[src/hdl/etls_pkg.sv]
// etls_pkg: constants, codes and shared types for the totient sieve block
// no dependencies; compiled first
`timescale 1ns / 1ps
`default_nettype none
package etls_pkg;

    localparam int MAX_VALUE  = 65536;
    localparam int MAX_PRIMES = 6542;

    // fixed field widths
    localparam int VAL_W = 17;
    localparam int TOT_W = 16;
    localparam int PT_W  = 13;
    localparam int ST_W  = 2;

    // derived storage widths
    localparam int AW  = $clog2(MAX_VALUE + 1);
    localparam int CW  = $clog2(MAX_PRIMES + 1);
    localparam int PAW = $clog2(MAX_PRIMES);
    localparam int PW  = 2 * AW;

    localparam logic REQ_BUILD  = 1'b0;
    localparam logic REQ_LOOKUP = 1'b1;

    localparam logic [ST_W-1:0] ST_OK        = 2'd0;
    localparam logic [ST_W-1:0] ST_NOT_BUILT = 2'd1;
    localparam logic [ST_W-1:0] ST_RANGE     = 2'd2;

    // controller to datapath
    typedef struct packed {
        logic accept;
        logic b_start;
        logic clr_step;
        logic i_first;
        logic i_inc;
        logic i_rd;
        logic i_eval;
        logic j_rd;
        logic j_mul;
        logic j_chk;
        logic j_inc;
        logic build_done;
        logic out_load;
        logic out_build;
    } cmd_t;

    // datapath to controller
    typedef struct packed {
        logic req_build;
        logic lim_ge2;
        logic i_at_lim;
        logic j_ge_cnt;
        logic prod_gt_lim;
        logic j_eq_spf;
    } sts_t;

endpackage
`default_nettype wire

[src/hdl/etls_ctrl.sv]
// etls_ctrl: sequencer for lookups and for the clear and sieve passes
// depends on etls_pkg
`timescale 1ns / 1ps
`default_nettype none
module etls_ctrl import etls_pkg::*; (
    input  wire logic clk,
    input  wire logic rst_n,
    input  wire logic in_valid,
    output logic      in_ready,
    input  wire logic out_ready,
    output logic      out_valid,
    input  wire sts_t sts,
    output cmd_t      cmd
);

    typedef enum logic [9:0] {
        S_IDLE    = 10'b0000000001,
        S_LK_OUT  = 10'b0000000010,
        S_B_START = 10'b0000000100,
        S_CLEAR   = 10'b0000001000,
        S_I_RD    = 10'b0000010000,
        S_I_EVAL  = 10'b0000100000,
        S_J_RD    = 10'b0001000000,
        S_J_MUL   = 10'b0010000000,
        S_J_CHK   = 10'b0100000000,
        S_B_DONE  = 10'b1000000000
    } state_t;

    state_t state_reg, state_next;
    logic   out_valid_reg, out_valid_next;
    logic   out_free;

    assign out_free = !out_valid_reg || out_ready;

    always_comb
    begin
        state_next = state_reg;
        cmd        = '0;
        in_ready   = 1'b0;
        unique case (state_reg)
            S_IDLE:
            begin
                in_ready = 1'b1;
                if (in_valid)
                begin
                    cmd.accept = 1'b1;
                    state_next = sts.req_build ? S_B_START : S_LK_OUT;
                end
            end
            S_LK_OUT:
            begin
                if (out_free)
                begin
                    cmd.out_load = 1'b1;
                    state_next   = S_IDLE;
                end
            end
            S_B_START:
            begin
                cmd.b_start = 1'b1;
                state_next  = sts.lim_ge2 ? S_CLEAR : S_B_DONE;
            end
            S_CLEAR:
            begin
                cmd.clr_step = 1'b1;
                if (sts.i_at_lim)
                begin
                    cmd.i_first = 1'b1;
                    state_next  = S_I_RD;
                end
                else
                begin
                    cmd.i_inc = 1'b1;
                end
            end
            S_I_RD:
            begin
                cmd.i_rd   = 1'b1;
                state_next = S_I_EVAL;
            end
            S_I_EVAL:
            begin
                cmd.i_eval = 1'b1;
                state_next = S_J_RD;
            end
            S_J_RD:
            begin
                if (sts.j_ge_cnt)
                begin
                    // no more primes to multiply by: next value
                    if (sts.i_at_lim)
                    begin
                        state_next = S_B_DONE;
                    end
                    else
                    begin
                        cmd.i_inc  = 1'b1;
                        state_next = S_I_RD;
                    end
                end
                else
                begin
                    cmd.j_rd   = 1'b1;
                    state_next = S_J_MUL;
                end
            end
            S_J_MUL:
            begin
                cmd.j_mul  = 1'b1;
                state_next = S_J_CHK;
            end
            S_J_CHK:
            begin
                cmd.j_chk = 1'b1;
                if (sts.prod_gt_lim || sts.j_eq_spf)
                begin
                    if (sts.i_at_lim)
                    begin
                        state_next = S_B_DONE;
                    end
                    else
                    begin
                        cmd.i_inc  = 1'b1;
                        state_next = S_I_RD;
                    end
                end
                else
                begin
                    cmd.j_inc  = 1'b1;
                    state_next = S_J_RD;
                end
            end
            S_B_DONE:
            begin
                if (out_free)
                begin
                    cmd.build_done = 1'b1;
                    cmd.out_load   = 1'b1;
                    cmd.out_build  = 1'b1;
                    state_next     = S_IDLE;
                end
            end
            default:
            begin
                state_next = S_IDLE;
            end
        endcase
    end

    always_comb
    begin
        if (cmd.out_load)
        begin
            out_valid_next = 1'b1;
        end
        else if (out_ready)
        begin
            out_valid_next = 1'b0;
        end
        else
        begin
            out_valid_next = out_valid_reg;
        end
    end

    always_ff @(posedge clk or negedge rst_n)
    begin
        if (!rst_n)
        begin
            state_reg     <= S_IDLE;
            out_valid_reg <= 1'b0;
        end
        else
        begin
            state_reg     <= state_next;
            out_valid_reg <= out_valid_next;
        end
    end

    assign out_valid = out_valid_reg;

endmodule
`default_nettype wire

[config.mk]
export PLATFORM = sky130hd
export DESIGN_NAME = etls_ctrl
export DESIGN_NICKNAME = d
export VERILOG_FILES = /design/src/hdl/etls_pkg.sv /design/src/hdl/etls_ctrl.sv
export SDC_FILE = /design/constraint.sdc
export NUM_CORES = 1
export LEC_CHECK = 0
export ABC_AREA = 1
export BUFFER_PORTS_ARGS = -buffer_cell sky130_fd_sc_hd__buf_2
export CAP_MARGIN = 25
export CORE_MARGIN = 8
export CORE_UTILIZATION = 48
export CTS_BUF_LIST = sky130_fd_sc_hd__clkbuf_4 sky130_fd_sc_hd__clkbuf_8
export CTS_CLUSTER_SIZE = 24
export DETAILED_ROUTE_END_ITERATION = 16
export PLACE_DENSITY_LB_ADDON = 0.2
export SLEW_MARGIN = 20
export SYNTH_ARGS = -nofsm -noshare
export SYNTH_HDL_FRONTEND = slang
export SYNTH_SLANG_ARGS = --single-unit
[constraint.sdc]
create_clock -name clk -period 1.2 [get_ports clk]
set_input_delay 0.12 -clock clk [delete_from_list [all_inputs] [get_ports clk]]
set_output_delay 0.12 -clock clk [all_outputs]
set_load 0.02 [all_outputs]
==> flow_metrics.py, run 1 <==
metrics = {
    "floorplan": {
        "dieHeight_um": 60.69,
        "core_mm2": 0.001922,
        "fp.dieW_um": 60.69,
        "fp-row-count": 16,
        "io_pins": 26,
        "initial_utilization": 0.4987,
        "dieArea_mm2": 0.003683,
    },
    "placement": {
        "gp_congestion": 0.8912,
        "pre_cts_slack_ns": -0.2161,
        "placed_area_mm2": 0.001286,
        "io_buffers": 25,
        "place_hpwl_mm": 2.054,
        "dp.cells": 226,
    },
    "synthesis": {
        "yosysSeqAreaShare": 0.2885,
        "synth_compound_gate_area_share": 0.04047,
        "yosys_register_bits": 11,
        "synth_area_leaders": "dfrtp_1 (26%), nand2_1 (15%), inv_1 (13%)",
        "yosys.area_share.simple": 0.5065,
        "synth_area_um2": 958.4,
        "synthCells": 156,
        "synthXorXnorAreaFrac": 0,
        "syn-num-nets": 166,
        "yosysUniqueCellTypes": 20,
        "synthMuxAreaShare": 0,
        "synth_top_area_frac": 0.2611,
        "synth_top_family_by_area": "simple AND/OR/NAND/NOR gates",
        "yosysWarnings": 0,
        "yosys.area_share.adder": 0,
        "avgSynthCellArea_um2": 6.144,
        "synth_top_area_cell": "dfrtp_1",
    },
    "worst_setup_path": {
        "critPathTopFamily": "simple AND/OR/NAND/NOR gates",
        "r2r_cells": 12,
        "timing_worst_setup_path_type": "register to output pin",
        "critPathMaxFanout": 5,
        "crit_path_end_kind": "output pin",
        "cp_slowest_cell": "dfrtp_1",
        "crit_cells": 7,
        "r2r-start": "state_reg[2]",
        "path_cells": "nor2_2, buf_6, inv_4, nor2_4, nand2_1, nor2_4, buf_2",
        "startpoint_type": "register",
        "critPathArrivalTime_ns": 1.59,
        "cp_common_cell": "nor2_4",
        "r2r_slack_ns": -0.37,
        "crit_buf_inv": 3,
        "required_ns": 1.08,
        "slowest_delay_ns": 0.41,
        "reg2reg_to": "state_reg[4]",
    },
    "finish": {
        "largest_reg_flops": 10,
        "final_cell_mix": "nand2_1 (32), buf_4 (31), inv_1 (22)",
        "diodes": 0,
        "fin_cells": 240,
        "nets": 224,
        "layout-drive-gt1-share": 0.5446,
        "n_fill_cell": 116,
        "layout-area-overhead-vs-synth_pct": 64.62,
        "fin_area_mm2": 0.001578,
        "final_common_cell": "nand2_1",
        "finalCoreUtilization": 0.8210,
    },
    "timing": {
        "worst_slew_pin_slew_ns": 0.3962,
        "grt_setup_unrepaired": "true",
        "setup_viol": 25,
        "period_share": 1.423,
        "fmax_ghz": 0.5856,
        "max_slew_margin": 0.7349,
        "drv_slew": 0,
        "fin_ws_ns": -0.5077,
        "post-route-min-period_ns": 1.708,
        "clock_skew_ns": 0.001795,
        "hold_viol_final": 0,
    },
    "pwr": {
        "seqPwrFrac": 0.184,
        "p_leak_uw": 0.0009621,
        "power.net_switching_uw": 1390,
        "p_sw_frac": 0.4844,
        "power.density_mw_per_mm2": 1818,
        "intPower_uw": 1479,
        "share_comb_of_total_power": 0.717,
        "vdd_drop_max_v": 0.001536,
        "pwr-share-clk": 0.099,
        "p_total_uw": 2869,
    },
    "route": {
        "wl_mm": 3.363,
        "drtPass1Iterations": 5,
        "ant_nets": 0,
        "drt-met1-wl_mm": 1.385,
        "top_layer": "met4",
        "wl_met2_mm": 1.656,
        "wl_per_cell_um": 14.01,
        "num_vias": 1210,
        "drc_errors": 0,
        "drt_iter0_drc": 45,
        "wl_met3_um": 192,
        "viasPerCell": 5.042,
    },
    "min_path": {
        "min_to": "out_valid",
        "worstHoldStart": "out_ready",
        "holdPathStages": 2,
        "hold_class": "input port to register",
    },
    "global_route": {
        "grt_max_degree": 12,
        "antenna_found_initial": 0,
        "grt_pass1_vias": 1159,
        "grtUsageTotal": 0.1662,
        "grt_pass1_wl_mm": 4.712,
        "globalRouteOverflowTotal": 0,
    },
    "clock_tree": {
        "cts_buffer_depth": 2,
        "cts_buffers": 3,
        "clock-sinks": 11,
        "cts_root_buffer": "clkbuf_4",
        "htree_levels": 1,
        "cts.clk_slew.worst_paths_ns": 0.07,
        "worst_skew_pair.late_latency_ns": 0.27,
        "cts_tree": "built",
    },
    "status": {
        "status": "finished with violations",
        "violations": "negative setup slack",
    },
    "job": {
        "cap_viol_max_count": 0,
    },
}
==> per-layer routing <==
layer,GRT usage,up-vias
li1,-,570
met1,0.2130,562
met2,0.2685,60
met3,0.02331,18
met4,0.07309,0
met5,0,-
==> per-stage QoR <==
stage | setup TNS, ns | hold WS [ns]
2_1_floorplan | -0.6701 | -0.1756
3_3_place_gp | -1.997 | 0.0008387
3_5_place_dp | -2.335 | 0.004821
4_1_cts | -7.154 | 0.03603
5_1_grt | -9.906 | 0.01825
6_report | -8.227 | 0.01800
==> how the worst max path moves through the flow <==
stage / startpoint / endpoint / slack [ns]
3_5_place_dp: state_reg[5] / cmd[9] / -0.22
5_1_grt: state_reg[9] / cmd[9] / -0.59
3_3_place_gp: state_reg[4] / cmd[9] / -0.20
6_report: state_reg[9] / cmd[6] / -0.51
2_1_floorplan: state_reg[2] / cmd[1] / -0.12
4_1_cts: state_reg[6] / cmd[1] / -0.48
==> cells by family (layout without fill, tap and decap cells) <==
logic type | Yosys count | count (layout)
AND/OR/NAND/NOR | 100 | 100
buffers and inverters | 38 | 95
flip-flops | 11 | 11
AO/OA/AOI/OAI | 7 | 7
==> worst reg2reg max path, delay by kind of cell (launching register included) <==
kind,cells,cell delay [ns]
flip-flops,1,0.42
buffers and inverters,3,0.37
AND/OR/NAND/NOR,9,0.71
==> cell usage after synthesis <==
cell,count
a21oi_1,3
buf_4,2
buf_6,1
dfrtp_1,10
dfstp_2,1
inv_1,32
inv_2,3
nand2_1,39
nand2_2,8
nand2_4,3
nand3_1,11
nand4_1,1
nor2_1,25
nor2_2,7
nor2_4,4
nor3_1,1
o21ai_0,2
o21ai_1,1
o21ai_2,1
or2_2,1
==> power by group through the flow <==
| stage | Clock, uW | Sequential (uW) | Combinational (uW) |
|---|---|---|---|
| 2_1_floorplan | 0 | 544 | 1040 |
| 3_3_place_gp | 0 | 517 | 1440 |
| 3_5_place_dp | 0 | 522 | 1460 |
| 4_1_cts | 281 | 516 | 1730 |
| 5_1_grt | 310 | 537 | 2190 |
| 6_report | 284 | 528 | 2060 |
==> cell type report <==
type                    count  area [um^2]  area share
clock buffers               4        30.03     0.01903
inverters                  35        133.9     0.08485
multi-input cells         107        659.4      0.4179
flip-flops and latches     11        276.5      0.1753
well taps                  27        33.78     0.02141
repair buffers             56        444.2      0.2815
==> repair_timing <==
action	CTS	global route
setup buffers	4	7
pin swaps	11	20
setup endpoints to repair	21	25
gates cloned	0	0
hold buffers	1	0
endpoints found under the hold margin	11	0
gates resized for setup	36	24
Power figures use the tool's default switching activity.
==> run 2, diff against run 1 <==
- CORE_UTILIZATION: 48 -> 54
- clock period: 1.2 -> 1.6 ns (I/O delays scaled with it)
==> flow_metrics.py, run 2 (synthesized netlist as in run 1, its figures left out) <==
metrics = {
    "status": {
        "status": "finished with violations",
        "violations": "negative setup slack",
    },
    "min_path": {
        "hold_class": "input port to register",
    },
    "timing": {
        "hold_viol_final": 0,
        "drv_slew": 0,
        "fmax_ghz": 0.5662,
        "grt_setup_unrepaired": "true",
        "setup_viol": 18,
        "worst_slew_pin_slew_ns": 0.2746,
        "post-route-min-period_ns": 1.766,
        "fin_ws_ns": -0.1661,
        "period_share": 1.104,
        "clock_skew_ns": 0.008241,
        "max_slew_margin": 0.8162,
    },
    "clock_tree": {
        "cts_buffer_depth": 2,
        "clock-sinks": 11,
        "cts_root_buffer": "clkbuf_4",
        "cts.clk_slew.worst_paths_ns": 0.08,
        "worst_skew_pair.late_latency_ns": 0.28,
        "cts_buffers": 3,
        "htree_levels": 1,
        "cts_tree": "built",
    },
    "placement": {
        "pre_cts_slack_ns": 0.06215,
        "placed_area_mm2": 0.001094,
        "io_buffers": 25,
        "gp_congestion": 0.8436,
        "place_hpwl_mm": 1.913,
        "dp.cells": 197,
    },
    "pwr": {
        "power.density_mw_per_mm2": 1346,
        "vdd_drop_max_v": 0.001019,
        "p_leak_uw": 0.0008834,
        "p_total_uw": 1884,
    },
    "route": {
        "viasPerCell": 5.198,
        "num_vias": 1128,
        "drt_iter0_drc": 45,
        "drc_errors": 0,
        "ant_nets": 0,
        "wl_per_cell_um": 15.10,
        "wl_mm": 3.277,
        "drtPass1Iterations": 4,
    },
    "finish": {
        "largest_reg_flops": 10,
        "fin_cells": 217,
        "final_common_cell": "nand2_1",
        "nets": 211,
        "diodes": 0,
        "final_cell_mix": "nand2_1 (29), inv_1 (25), nor2_1 (21)",
        "layout-drive-gt1-share": 0.4850,
        "layout-area-overhead-vs-synth_pct": 46.08,
        "fin_area_mm2": 0.001400,
    },
    "job": {
        "cap_viol_max_count": 0,
    },
    "floorplan": {
        "io_pins": 26,
        "fp-row-count": 15,
        "fp.dieW_um": 58.13,
        "dieHeight_um": 58.13,
        "dieArea_mm2": 0.003379,
        "core_mm2": 0.001689,
        "initial_utilization": 0.5674,
    },
    "global_route": {
        "globalRouteOverflowTotal": 0,
        "grtUsageTotal": 0.1686,
        "antenna_found_initial": 0,
        "grt_pass1_vias": 1111,
        "grt_max_degree": 12,
        "grt_pass1_wl_mm": 4.533,
    },
    "worst_setup_path": {
        "required_ns": 1.44,
        "crit_path_end_kind": "output pin",
        "critPathArrivalTime_ns": 1.61,
        "r2r_slack_ns": -0.04,
        "startpoint_type": "register",
        "critPathMaxFanout": 5,
        "timing_worst_setup_path_type": "register to output pin",
    },
}
## run 2: changes by cell type in the layout (fill, tap and decap cells not counted), sizes merged
cell  before  now
buf       55   42
## run 2: area by class of cell
type                    instances  area [um^2]
well taps                      17        21.27
clock buffers                   4        30.03
inverters                      35        133.9
multi-input cells             107        599.3
fillers                        96        289.0
flip-flops and latches         11        276.5
repair buffers                 43        339.1
## run 2: repair_timing
action,CTS,global route
pin swaps,7,8
gates resized for setup,22,33
gates cloned,0,0
buffers inserted,6,9
setup endpoints to repair,15,18
hold buffers,1,0
endpoints found under the hold margin,11,0
## run 2: report_power, final
group / switching [uW] / leakage, uW / total (uW) / internal [uW]
combinational: 762 / 0.000717 / 1270 / 503
sequential: 59.8 / 0.000148 / 403 / 343
clock: 102 / 0.0000184 / 216 / 114
total: 924 / 0.000883 / 1880 / 960
## run 2: path summary, 6_finish.rpt
| kind | cells past startpoint | start | end |
|---|---|---|---|
| worst max-delay path | 9 | state_reg[9] | cmd[9] |
| worst min-delay path | 2 | out_ready | out_valid |
| worst max register to register | 11 | state_reg[9] | state_reg[4] |
| worst min register to register | 2 | out_valid | out_valid |
| max in group asynchronous | 2 | rst_n | state_reg[0] |
| min in group asynchronous | 2 | rst_n | out_valid |
## run 2: critical path: stages, from the launching register on
cell	delay [ns]
dfrtp_1	0.44
nor2_4	0.17
buf_6	0.14
inv_4	0.03
nor2_4	0.14
nand3_2	0.11
nand3_2	0.08
nand2_2	0.05
inv_2	0.05
buf_6	0.10
## run 2: layer usage
metal | routed length, um | track usage
met5 | 0 | 0
met4 | 134 | 0.1014
met3 | 265 | 0.03753
met2 | 1670 | 0.3057
met1 | 1207 | 0.1714
## run 2: through the flow
stage	setup TNS, ns	hold WS, ns	util
final	-1.428	0.07360	0.8289
after floorplan	0	-0.1356	-
after global routing	-2.648	0.08687	0.8289
after detailed placement	0	0.04125	0.6474
after CTS	-0.4872	0.07429	0.7333
after global placement	0	0.04131	0.6474
==> run 3, diff against run 2 <==
- SETUP_SLACK_MARGIN: default -> 0.1
==> flow_metrics.py, run 3 (synthesized netlist as in run 1, its figures left out) <==
metrics = {
    "timing": {
        "post-route-min-period_ns": 1.847,
        "clock_skew_ns": 0.005151,
        "holdWs_ns": 0.1026,
        "max_slew_margin": 0.5725,
        "fin_ws_ns": -0.2471,
        "grt_setup_unrepaired": "true",
        "worst_slew_pin_slew_ns": 0.6389,
        "setup_viol": 18,
        "drv_slew": 0,
        "fmax_ghz": 0.5414,
        "hold_viol_final": 0,
        "period_share": 1.154,
    },
    "placement": {
        "io_buffers": 25,
        "place_hpwl_mm": 1.956,
        "gp_congestion": 0.8581,
        "dp.cells": 197,
        "pre_cts_slack_ns": 0.08071,
    },
    "route": {
        "drt_iter0_drc": 116,
        "wl_per_cell_um": 19.29,
        "wl_mm": 4.397,
        "drtPass1Iterations": 5,
        "viasPerCell": 5.895,
        "ant_nets": 0,
        "num_vias": 1344,
        "drc_errors": 0,
    },
    "min_path": {
        "holdPathStages": 2,
        "worstHoldStart": "sts[2]",
        "min_to": "state_reg[7]",
        "hold_class": "input port to register",
    },
    "worst_setup_path": {
        "path_cells": "nor2_4, nand2_1, nor2_4, nand2_2, nand3_2, nand2_1, inv_2, buf_6",
        "r2r-start": "state_reg[9]",
        "crit_path_end_kind": "output pin",
        "slowest_delay_ns": 0.45,
        "critPathMaxFanout": 4,
        "critPathArrivalTime_ns": 1.69,
        "startpoint_type": "register",
        "r2r_slack_ns": -0.13,
        "cp_slowest_cell": "dfrtp_1",
        "r2r_cells": 12,
        "required_ns": 1.44,
        "reg2reg_to": "state_reg[4]",
        "timing_worst_setup_path_type": "register to output pin",
    },
    "job": {
        "cap_viol_max_count": 0,
    },
    "floorplan": {
        "dieArea_mm2": 0.003379,
        "core_mm2": 0.001689,
        "fp-row-count": 15,
        "dieHeight_um": 58.13,
        "io_pins": 26,
        "initial_utilization": 0.5674,
        "fp.dieW_um": 58.13,
    },
    "finish": {
        "multiInputGateArea_um2": 638.1,
        "final_common_cell": "nand2_1",
        "n_fill_cell": 72,
        "final_cell_mix": "nand2_1 (29), buf_4 (26), inv_1 (25)",
        "layout-area-overhead-vs-synth_pct": 61.36,
        "seqCellArea_um2": 276.5,
        "nets": 222,
        "fin_cells": 228,
        "finalCoreUtilization": 0.9156,
        "layout-drive-gt1-share": 0.5308,
        "diodes": 0,
        "largest_reg_flops": 10,
    },
    "global_route": {
        "globalRouteOverflowTotal": 0,
        "grt_pass1_wl_mm": 6.003,
        "grt_max_degree": 12,
        "antenna_found_initial": 0,
        "grt_pass1_vias": 1296,
        "grtUsageTotal": 0.2306,
    },
    "pwr": {
        "p_leak_uw": 0.0009489,
        "vdd_drop_max_v": 0.001007,
        "p_total_uw": 2163,
        "power.density_mw_per_mm2": 1399,
    },
    "clock_tree": {
        "cts_tree": "built",
        "htree_levels": 1,
        "cts_buffer_depth": 2,
        "cts_root_buffer": "clkbuf_4",
        "clock-sinks": 11,
        "cts_buffers": 3,
        "cts.clk_slew.worst_paths_ns": 0.08,
        "worst_skew_pair.late_latency_ns": 0.29,
    },
    "status": {
        "status": "finished with violations",
        "violations": "negative setup slack",
    },
}
[run 3: layer usage]
layer | global-route usage | wire [um]
met5 | 0 | 0
met3 | 0.05298 | 565
met2 | 0.4061 | 2130
met1 | 0.2529 | 1603
met4 | 0.1119 | 98
[run 3: area by class of cell]
cell class / count / share of cell area
Clock buffer: 4 / 0.01942
Inverter: 35 / 0.08657
Multi-Input combinational cell: 107 / 0.4126
Sequential cell: 11 / 0.1788
Tap cell: 17 / 0.01375
Timing Repair Buffer: 54 / 0.2888
[run 3: where the power goes]
| part | internal [uW] | leakage [uW] | switching, uW |
|---|---|---|---|
| clock network | 114 | 0.0000184 | 118 |
| logic | 623 | 0.000782 | 905 |
| registers | 343 | 0.000148 | 58.9 |
[run 3: metrics by stage]
step                      setup TNS [ns]  instance area, um^2
final                             -2.101                 1546
after global routing              -2.832                 1546
after CTS                        -0.6306                 1401
after detailed placement               0                 1096
after global placement                 0                 1096
after floorplan                        0                960.9
[run 3: what timing repair did]
item,4_1_cts,5_1_grt
setup endpoints to repair,15,21
hold endpoints to repair,10,0
pin swaps,14,16
cloned,0,0
gates resized for setup,39,32
setup buffers,21,7
hold buffers,1,0
[run 3: worst max path at each step]
| stage | slack, ns | cells after the start | from | to |
|---|---|---|---|---|
| after floorplan | 0.17 | 6 | state_reg[2] | cmd[2] |
| after global placement | 0.07 | 9 | state_reg[9] | cmd[9] |
| after detailed placement | 0.08 | 9 | state_reg[9] | cmd[9] |
| after CTS | -0.1 | 8 | state_reg[4] | cmd[1] |
| after global routing | -0.31 | 8 | state_reg[4] | cmd[9] |
| final | -0.25 | 8 | state_reg[9] | cmd[9] |
[run 3: critical path, delay by kind of cell, from the launching register on]
kind                   cells  cell delay (ns)
buffers and inverters      2             0.18
DFF                        1             0.45
and+or+nand+nor            6             0.76
